`src/design/rgt_pkg.sv`:
```
// Shared types and constants for the received range gap tracker.
// Holds the request/response payload structs and operation/status codes.
// No dependencies.
package rgt_pkg;

   localparam int DEFAULT_MAX_ENTRIES = 16;
   localparam logic [4:0] RESULT_CAP = 5'd17;
   localparam logic [4:0] MAX_GAPS_RESET = 5'd17;

   typedef enum logic [1:0] {
      MODE_ADD    = 2'd0,
      MODE_REMOVE = 2'd1,
      MODE_GAPS   = 2'd2,
      MODE_CLEAR  = 2'd3
   } mode_type;

   typedef enum logic [1:0] {
      STATUS_OK        = 2'd0,
      STATUS_BAD_ADD   = 2'd1,
      STATUS_BAD_QUERY = 2'd2,
      STATUS_EMPTY_RM  = 2'd3
   } status_type;

   typedef struct packed {
      logic [1:0]  mode;
      logic [31:0] item_offset;
      logic [31:0] item_length;
      logic [31:0] file_total;
      logic [31:0] query_start;
   } req_type;

   typedef struct packed {
      logic [1:0]  status;
      logic        gap_valid;
      logic [31:0] gap_offset;
      logic [31:0] gap_length;
      logic        last;
      logic [4:0]  entry_count;
      logic        first_valid;
      logic [31:0] first_offset;
      logic [31:0] first_length;
   } rsp_type;

endpackage

```
`src/design/received_range_gap_tracker_unit.sv`:
```
// Received range gap tracker: sorted range table with merge, trim and gap query.
// Top level; uses rgt_pkg and rgt_rsp_reg.
//
// Usage:
//   A request is taken on req_valid while req_stall is low. req_stall stays
//   high from acceptance until the request's last response is loaded into the
//   output register; one request is worked on at a time.
//   Each request gives one response, a gap query up to max_gaps responses;
//   the final one carries last. Responses leave through a one-deep output
//   register on rsp_valid/rsp_stall; a stalled response holds and the
//   sequencer waits for the register to free.
//   csr_write_enable writes max_gaps (values above 17 act as 17).
// Sequencing:
//   Clear and bad requests go from dispatch to the finish state; remove trims the
//   first range in place or shifts the table down. Add walks the table one entry
//   per cycle through a shared read port and one compare: a position scan, a merge
//   scan and a shift, and on a full table a smallest-entry scan, an evicting shift,
//   a second position scan and a second shift. A gap query visits each stored range in S_G_END and S_G_NEXT.
// Reset clears the table count and sets max_gaps to 17; no clearing pass.
module received_range_gap_tracker_unit
   import rgt_pkg::*;
#(
   parameter int MAX_ENTRIES = DEFAULT_MAX_ENTRIES
) (
   input  logic       clock,
   input  logic       reset,
   input  logic       req_valid,
   output logic       req_stall,
   input  req_type    req_data,
   output logic       rsp_valid,
   input  logic       rsp_stall,
   output rsp_type    rsp_data,
   input  logic       csr_write_enable,
   input  logic [4:0] csr_write_data
);

   localparam int IW = (MAX_ENTRIES > 1) ? $clog2(MAX_ENTRIES) : 1;
   localparam int CW = $clog2(MAX_ENTRIES + 1);
   localparam logic [CW-1:0] CNT_MAX = CW'(MAX_ENTRIES);

   typedef enum logic [3:0] {
      S_IDLE, S_DISPATCH, S_A_POS, S_A_SPAN, S_A_MERGE, S_A_CHK, S_A_PREV,
      S_A_INS, S_A_SMALL, S_MOVE_DN, S_MOVE_UP, S_G_END, S_G_NEXT, S_FIN
   } state_type;

   state_type   state_ff, state_in, ret_ff, ret_in;
   req_type     req_ff, req_in;
   logic [CW-1:0] cnt_ff, cnt_in, k_ff, k_in, j_ff, j_in, pos_ff, pos_in;
   logic [CW-1:0] d_ff, d_in, small_ff, small_in;
   logic [4:0]  n_ff, n_in, mg_ff, mg_in;
   logic        repos_ff, repos_in;
   logic [32:0] last_end_ff, last_end_in;
   logic [31:0] smin_ff, smin_in;
   logic        pend_v_ff, pend_v_in;
   logic [31:0] pend_off_ff, pend_off_in, pend_len_ff, pend_len_in;
   logic [1:0]  st_ff, st_in;
   logic [31:0] start_ff [MAX_ENTRIES];
   logic [31:0] len_ff [MAX_ENTRIES];

   logic          wr_en;
   logic [IW-1:0] wr_idx, rd_idx;
   logic [31:0]   wr_start, wr_len, rd_start, rd_len;
   logic [32:0]   rd_end, new_end, merge_end, src;
   logic [31:0]   gap_end, goff;
   logic [4:0]    limit;
   logic          out_load, out_ready, hit;
   rsp_type       out_data;

   assign rd_start  = start_ff[rd_idx];
   assign rd_len    = len_ff[rd_idx];
   assign rd_end    = {1'b0, rd_start} + {1'b0, rd_len};
   assign new_end   = {1'b0, req_ff.item_offset} + {1'b0, req_ff.item_length};
   assign merge_end = (last_end_ff > new_end) ? last_end_ff : new_end;
   assign limit     = (mg_ff > RESULT_CAP) ? RESULT_CAP : mg_ff;
   assign src       = 33'(k_ff) + 33'(d_ff);
   assign req_stall = (state_ff != S_IDLE);
   assign goff      = (last_end_ff[31:0] > req_ff.query_start) ? last_end_ff[31:0]
                                                                : req_ff.query_start;

   always_comb begin
      state_in = state_ff;   ret_in = ret_ff;     req_in = req_ff;
      cnt_in = cnt_ff;       k_in = k_ff;         j_in = j_ff;
      pos_in = pos_ff;       d_in = d_ff;         small_in = small_ff;
      n_in = n_ff;           repos_in = repos_ff; last_end_in = last_end_ff;
      smin_in = smin_ff;     pend_v_in = pend_v_ff;
      pend_off_in = pend_off_ff;                  pend_len_in = pend_len_ff;
      st_in = st_ff;
      mg_in = csr_write_enable ? csr_write_data : mg_ff;
      wr_en = 1'b0;  wr_idx = '0;  rd_idx = '0;
      wr_start = rd_start;  wr_len = rd_len;
      gap_end = '0;  hit = 1'b0;
      out_load = 1'b0;
      out_data.status       = st_ff;
      out_data.gap_valid    = pend_v_ff;
      out_data.gap_offset   = pend_off_ff;
      out_data.gap_length   = pend_len_ff;
      out_data.last         = 1'b1;
      out_data.entry_count  = 5'(cnt_ff);
      out_data.first_valid  = (cnt_ff != '0);
      out_data.first_offset = (cnt_ff != '0) ? start_ff[0] : '0;
      out_data.first_length = (cnt_ff != '0) ? len_ff[0] : '0;

      unique case (state_ff)
         S_IDLE: begin
            if (req_valid) begin
               req_in   = req_data;
               state_in = S_DISPATCH;
            end
         end
         S_DISPATCH: begin
            st_in = STATUS_OK;
            pend_v_in = 1'b0;  pend_off_in = '0;  pend_len_in = '0;
            unique case (mode_type'(req_ff.mode))
               MODE_ADD: begin
                  if (req_ff.item_length == '0 || new_end[32]) begin
                     st_in = STATUS_BAD_ADD;
                     state_in = S_FIN;
                  end else begin
                     k_in = '0;  repos_in = 1'b0;
                     state_in = S_A_POS;
                  end
               end
               MODE_REMOVE: begin
                  if (cnt_ff == '0) begin
                     st_in = STATUS_EMPTY_RM;
                     state_in = S_FIN;
                  end else if (req_ff.item_length >= rd_len) begin
                     k_in = '0;  d_in = CW'(1);  ret_in = S_FIN;
                     state_in = S_MOVE_DN;
                  end else begin
                     wr_en = 1'b1;
                     wr_start = rd_start + req_ff.item_length;
                     wr_len = rd_len - req_ff.item_length;
                     state_in = S_FIN;
                  end
               end
               MODE_GAPS: begin
                  if (req_ff.file_total == '0 ||
                      req_ff.query_start >= req_ff.file_total) begin
                     st_in = STATUS_BAD_QUERY;
                     state_in = S_FIN;
                  end else if (cnt_ff == '0) begin
                     pend_v_in = 1'b1;
                     pend_len_in = req_ff.file_total;
                     state_in = S_FIN;
                  end else begin
                     k_in = '0;  n_in = '0;
                     if (req_ff.query_start < rd_start) begin
                        // leading gap counts even when max_gaps is zero
                        pend_v_in = 1'b1;
                        pend_off_in = req_ff.query_start;
                        pend_len_in = rd_start - req_ff.query_start;
                        n_in = 5'd1;
                     end
                     state_in = S_G_END;
                  end
               end
               MODE_CLEAR: begin
                  cnt_in = '0;
                  state_in = S_FIN;
               end
               default: state_in = S_FIN;
            endcase
         end
         S_G_END: begin
            rd_idx = k_ff[IW-1:0];
            last_end_in = rd_end;
            if (!(n_ff < limit && k_ff < cnt_ff)) begin
               state_in = S_FIN;
            end else if (rd_end >= {1'b0, req_ff.file_total}) begin
               state_in = S_FIN;
            end else begin
               state_in = S_G_NEXT;
            end
         end
         S_G_NEXT: begin
            rd_idx = IW'(k_ff + CW'(1));
            gap_end = ((CW+1)'(k_ff) + (CW+1)'(1) == (CW+1)'(cnt_ff)) ?
                      req_ff.file_total : rd_start;
            hit = (req_ff.query_start < gap_end);
            if (!(hit && pend_v_ff && !out_ready)) begin
               if (hit) begin
                  if (pend_v_ff) begin
                     out_load = 1'b1;
                     out_data.last = 1'b0;
                  end
                  pend_v_in = 1'b1;
                  pend_off_in = goff;
                  pend_len_in = gap_end - goff;
                  n_in = n_ff + 5'd1;
               end
               k_in = k_ff + CW'(1);
               state_in = S_G_END;
            end
         end
         S_FIN: begin
            if (out_ready) begin
               out_load = 1'b1;
               state_in = S_IDLE;
            end
         end
         S_A_POS: begin
            rd_idx = k_ff[IW-1:0];
            if (k_ff < cnt_ff && rd_start < req_ff.item_offset) begin
               k_in = k_ff + CW'(1);
            end else begin
               pos_in = k_ff;
               if (repos_ff) begin
                  k_in = cnt_ff;
                  state_in = S_MOVE_UP;
               end else begin
                  j_in = k_ff;
                  state_in = S_A_SPAN;
               end
            end
         end
         S_A_SPAN: begin
            rd_idx = j_ff[IW-1:0];
            if (j_ff < cnt_ff && new_end >= {1'b0, rd_start}) begin
               last_end_in = rd_end;
               j_in = j_ff + CW'(1);
            end else if (j_ff != pos_ff) begin
               state_in = S_A_MERGE;
            end else if (pos_ff != '0) begin
               state_in = S_A_PREV;
            end else begin
               state_in = S_A_INS;
            end
         end
         S_A_MERGE: begin
            wr_en = 1'b1;
            wr_idx = pos_ff[IW-1:0];
            wr_start = req_ff.item_offset;
            wr_len = 32'(merge_end - {1'b0, req_ff.item_offset});
            last_end_in = merge_end;
            d_in = j_ff - pos_ff - CW'(1);
            k_in = pos_ff + CW'(1);
            ret_in = S_A_CHK;
            state_in = (j_ff - pos_ff != CW'(1)) ? S_MOVE_DN : S_A_CHK;
         end
         S_A_CHK: begin
            rd_idx = IW'(pos_ff - CW'(1));
            if (pos_ff != '0 && {1'b0, req_ff.item_offset} <= rd_end) begin
               if (rd_end < last_end_ff) begin
                  wr_en = 1'b1;
                  wr_idx = rd_idx;
                  wr_len = 32'(last_end_ff - {1'b0, rd_start});
               end
               k_in = pos_ff;  d_in = CW'(1);  ret_in = S_FIN;
               state_in = S_MOVE_DN;
            end else begin
               state_in = S_FIN;
            end
         end
         S_A_PREV: begin
            rd_idx = IW'(pos_ff - CW'(1));
            if ({1'b0, req_ff.item_offset} <= rd_end) begin
               if (rd_end < new_end) begin
                  wr_en = 1'b1;
                  wr_idx = rd_idx;
                  wr_len = 32'(new_end - {1'b0, rd_start});
               end
               state_in = S_FIN;
            end else begin
               state_in = S_A_INS;
            end
         end
         S_A_INS: begin
            if (cnt_ff < CNT_MAX) begin
               k_in = cnt_ff;
               state_in = S_MOVE_UP;
            end else begin
               smin_in = rd_len;
               small_in = '0;
               k_in = CW'(1);
               state_in = S_A_SMALL;
            end
         end
         S_A_SMALL: begin
            rd_idx = k_ff[IW-1:0];
            if (k_ff < cnt_ff) begin
               if (rd_len < smin_ff) begin
                  smin_in = rd_len;
                  small_in = k_ff;
               end
               k_in = k_ff + CW'(1);
            end else if (smin_ff < req_ff.item_length) begin
               // evict the smallest range, then find the new slot again
               k_in = small_ff;  d_in = CW'(1);  ret_in = S_A_POS;
               repos_in = 1'b1;
               state_in = S_MOVE_DN;
            end else begin
               state_in = S_FIN;
            end
         end
         S_MOVE_DN: begin
            rd_idx = src[IW-1:0];
            if (src < 33'(cnt_ff)) begin
               wr_en = 1'b1;
               wr_idx = k_ff[IW-1:0];
               k_in = k_ff + CW'(1);
            end else begin
               cnt_in = cnt_ff - d_ff;
               k_in = '0;
               state_in = ret_ff;
            end
         end
         S_MOVE_UP: begin
            rd_idx = IW'(k_ff - CW'(1));
            wr_en = 1'b1;
            wr_idx = k_ff[IW-1:0];
            if (k_ff > pos_ff) begin
               k_in = k_ff - CW'(1);
            end else begin
               wr_start = req_ff.item_offset;
               wr_len = req_ff.item_length;
               cnt_in = cnt_ff + CW'(1);
               state_in = S_FIN;
            end
         end
         default: state_in = S_IDLE;
      endcase
   end

   always_ff @(posedge clock) begin
      if (reset) begin
         state_ff <= S_IDLE;
         cnt_ff   <= '0;
         mg_ff    <= MAX_GAPS_RESET;
      end else begin
         state_ff <= state_in;
         cnt_ff   <= cnt_in;
         mg_ff    <= mg_in;
      end
      ret_ff <= ret_in;          req_ff <= req_in;
      k_ff <= k_in;              j_ff <= j_in;
      pos_ff <= pos_in;          d_ff <= d_in;
      small_ff <= small_in;      n_ff <= n_in;
      repos_ff <= repos_in;      last_end_ff <= last_end_in;
      smin_ff <= smin_in;        pend_v_ff <= pend_v_in;
      pend_off_ff <= pend_off_in;
      pend_len_ff <= pend_len_in;
      st_ff <= st_in;
      if (wr_en) begin
         start_ff[wr_idx] <= wr_start;
         len_ff[wr_idx]   <= wr_len;
      end
   end

   rgt_rsp_reg u_rsp_reg (
      .clock     (clock),
      .reset     (reset),
      .load      (out_load),
      .load_data (out_data),
      .ready     (out_ready),
      .rsp_valid (rsp_valid),
      .rsp_stall (rsp_stall),
      .rsp_data  (rsp_data)
   );

endmodule

```
`src/design/rgt_rsp_reg.sv`:
```
// Response output register with valid/stall handshake.
// Decouples the sequencer from a stalling receiver. Uses rgt_pkg.
module rgt_rsp_reg
   import rgt_pkg::*;
(
   input  logic    clock,
   input  logic    reset,
   input  logic    load,
   input  rsp_type load_data,
   output logic    ready,
   output logic    rsp_valid,
   input  logic    rsp_stall,
   output rsp_type rsp_data
);

   logic    valid_ff, valid_in;
   rsp_type data_ff, data_in;

   assign ready     = !valid_ff || !rsp_stall;
   assign rsp_valid = valid_ff;
   assign rsp_data  = data_ff;

   always_comb begin
      valid_in = valid_ff;
      data_in  = data_ff;
      if (load) begin
         valid_in = 1'b1;
         data_in  = load_data;
      end else if (valid_ff && !rsp_stall) begin
         valid_in = 1'b0;
      end
   end

   always_ff @(posedge clock) begin
      if (reset) begin
         valid_ff <= 1'b0;
      end else begin
         valid_ff <= valid_in;
      end
      data_ff <= data_in;
   end

endmodule

```
`config.mk`:
```
export PLATFORM = sky130hd
export DESIGN_NAME = received_range_gap_tracker_unit
export DESIGN_NICKNAME = d
export VERILOG_FILES = /design/src/design/rgt_pkg.sv /design/src/design/received_range_gap_tracker_unit.sv /design/src/design/rgt_rsp_reg.sv
export SDC_FILE = /design/constraint.sdc
export NUM_CORES = 2
export LEC_CHECK = 0
export BUFFER_PORTS_ARGS = -buffer_cell sky130_fd_sc_hd__buf_2
export CAP_MARGIN = 20
export CORE_AREA = 2 2 441 443
export CTS_CLUSTER_SIZE = 40
export DETAILED_ROUTE_END_ITERATION = 16
export DIE_AREA = 0 0 443 445
export GPL_ROUTABILITY_DRIVEN = 0
export HOLD_SLACK_MARGIN = 0.02
export PLACE_DENSITY = 0.62
export SYNTH_ARGS = -nofsm -noshare
export SYNTH_HDL_FRONTEND = slang
export SYNTH_SLANG_ARGS = --single-unit
```
`constraint.sdc`:
```
create_clock -name clock -period 18.5 [get_ports clock]
set_input_delay 3.7 -clock clock [delete_from_list [all_inputs] [get_ports clock]]
set_output_delay 3.7 -clock clock [all_outputs]
set_load 0.05 [all_outputs]
```
==> flow_summary.yaml <==
status:
  status: "finished, final reports clean"
synthesis:
  synth-compound-area-share: 0.1518
  synth_top_cell_by_area: "edfxtp_1"
  async_flop_share: 0
  synth_top_family_by_area: "compound AO/OA/AOI/OAI gates"
  syn_area_per_cell_sq_um: 10.70
  yosysSeqAreaShare: 0.5244
  muxShareOfSynthArea: 0.01295
  yosys_warnings: 0
  synth_cell_types: 102
  ys_ff_latch: 1473
  yosys.area_share.adder: 0.1034
  netlist.area_leader.share: 0.5208
  postSynth.topFlopCell: "edfxtp_1"
  netlist_area_sq_um: 84070
  synthTopCellsByArea: "edfxtp_1, ha_1, nand2_1, a21oi_1, o21ai_0"
  syn_nets: 8683
  synthCells: 7856
  synth_simple_gate_area_share: 0.1436
  synth_xor_area_frac: 0.02803
  synth_edf_count: 1458
sta:
  final-max-slew-violation-count: 0
  rsz0062_at_grt: "no"
  fmax_mhz: 68.60
  slew_headroom: 0.1321
  clock_skew_ns: 0.03501
  setup_viol_count_final: 0
  fin_crit_ns: 14.58
  finalCritPeriodShare: 0.7879
  fin_ws_ns: 3.924
  setup-tns-final_ns: 0
  tightestPinTransition_ns: 1.269
  hold_violations: 0
critical_path:
  r2r_slack_ns: 3.92
  max_stage_delay_ns: 0.91
  cpMaxStageDelayCell: "dfxtp_1"
  required_ns: 18.93
  start_kind: "flop"
  path_class: "reg -> reg"
  arrival_ns: 15.01
  path_max_fanout: 157
  r2r_cells: 38
  endpoint_kind: "flop"
global_routing:
  track_usage: 0.2818
  grt_overflow_total: 0
  grt_pass1_vias: 63870
  antenna_found_initial: 7
  grt_max_degree: 158
  grt_pass1_wl_um: 414700
route:
  drt-total-wl_um: 285800
  antenna_left: 0
  drc: 0
  wl_per_cell_um: 26.50
  vias: 66030
  vias_per_cell: 6.123
  dr.pass1.iters: 9
  drt_iter0_markers: 7261
layout:
  stdcell_area_sq_um: 94030
  nets: 8957
  layout_common_cells: "edfxtp_1, nand2_1, ha_1"
  areaGrowthSynthToFinish_pct: 11.85
  drive_gt1_frac: 0.09460
  n_fill_cell: 17090
  mostFrequentLayoutCell: "edfxtp_1"
placed_design:
  io_buffers: 279
  dp_hpwl_um: 203800
  placed_cell_area_sq_um: 88890
  dp_slack_ns: 4.300
clock_network:
  hold_buffers: 0
  cts_max_level: 4
  cts_tree: "done"
  cts_made_buffers: 157
  clock-sinks: 1473
  cts_setup_buffers: 0
  clock_path_buffers: 3
  cts-resized-gates: 0
  clk_pin_slew_ns: 0.06
  clock_latency_ns: 0.84
  cts_root_buffer: "clkbuf_16"
floorplan:
  pin_count: 280
  rows: 161
  core_sq_um: 192000
  die_w_um: 443
  die_area_sq_um: 197100
  start_util: 0.4379
  dieHeight_um: 445
hold_path:
  hold_path.class: "reg -> reg"
  whs_path_depth: 0
run:
  cap_viol_max_count: 0
==> cells by family (layout without fill, tap and decap cells) <==
group                      count (synthesis)  in the layout
AOI/OAI and AO/OA                       1918           1918
xor gates and xnor gates                 269            269
adders and majority gates                688            688
buffers and inverters                    769           1169
DFF                                     1473           1473
muxes                                    106            106
other                                      0              2
and+or+nand+nor                         2633           2633
==> metrics by stage <==
step                hold WS [ns]    util  cells
finish                    0.4028  0.4898  10780
floorplan                 0.4003       -   7856
global route              0.4121  0.4898  10780
CTS                       0.4017  0.4895  10780
global placement          0.4011  0.4626  10480
detailed placement        0.4045  0.4630  10490
==> sequential cells by signal, summed over array words and instances (netlist names), 5 cells and up <==
name / cells
start_ff: 512
last_end_ff: 33
pend_len_ff: 32
k_ff: 5
pend_off_ff: 32
small_ff: 5
mg_ff: 5
j_ff: 5
n_ff: 5
req_ff: 130
u_rsp_reg.rsp_data: 138
smin_ff: 32
d_ff: 5
cnt_ff: 5
pos_ff: 5
len_ff: 512
==> final cells by class <==
| cell class | count | area (sq um) | share of cell area |
|---|---|---|---|
| clock inverters | 94 | 954.7 | 0.01015 |
| diodes | 2 | 5.005 | 0.00005323 |
| flip-flops and latches | 1473 | 44080 | 0.4688 |
| multi-input cells | 5614 | 37280 | 0.3965 |
| well taps | 2526 | 3161 | 0.03361 |
| inverters | 439 | 1650 | 0.01755 |
| repair buffers | 445 | 2750 | 0.02925 |
| clock buffers | 191 | 4140 | 0.04403 |
==> synthesized netlist by cell type (all sizes together), types with 84 or more instances <==
| library cell | count |
|---|---|
| a21o | 230 |
| a21oi | 466 |
| a311oi | 181 |
| a31oi | 100 |
| and2 | 84 |
| and3 | 142 |
| buf | 114 |
| clkbuf | 216 |
| edfxtp | 1458 |
| ha | 675 |
| inv | 438 |
| mux2i | 87 |
| nand2 | 1301 |
| nand3 | 333 |
| nor2 | 322 |
| o21ai | 407 |
| xnor2 | 155 |
| xor2 | 114 |
==> path summary, 6_finish.rpt <==
| check | to | startpoint |
|---|---|---|
| worst max-delay path | start_ff[6][7] | state_ff[2] |
| worst min-delay path | u_rsp_reg.rsp_data[128] | pend_off_ff[25] |
| worst max register to register | start_ff[6][7] | state_ff[2] |
| worst min register to register | u_rsp_reg.rsp_data[128] | pend_off_ff[25] |
==> critical path, delay by kind of cell (launching register included) <==
family | cells | cell delay, ns
simple gates | 12 | 3.55
compound gates | 17 | 5.16
buf+inv | 6 | 2.87
xor+xnor | 1 | 0.50
fa+ha+maj | 2 | 0.67
flops | 1 | 0.91
==> routing by layer <==
metal	share of wire	track usage	up-vias
li1	-	-	29820
met1	0.40	0.3620	32230
met2	0.45	0.4476	3234
met3	0.079	0.04435	744
met4	0.071	0.1743	0
met5	0	0	-
Power is not shown: default switching activity piles up to over one toggle a cycle in this logic, so the estimate is an artifact.
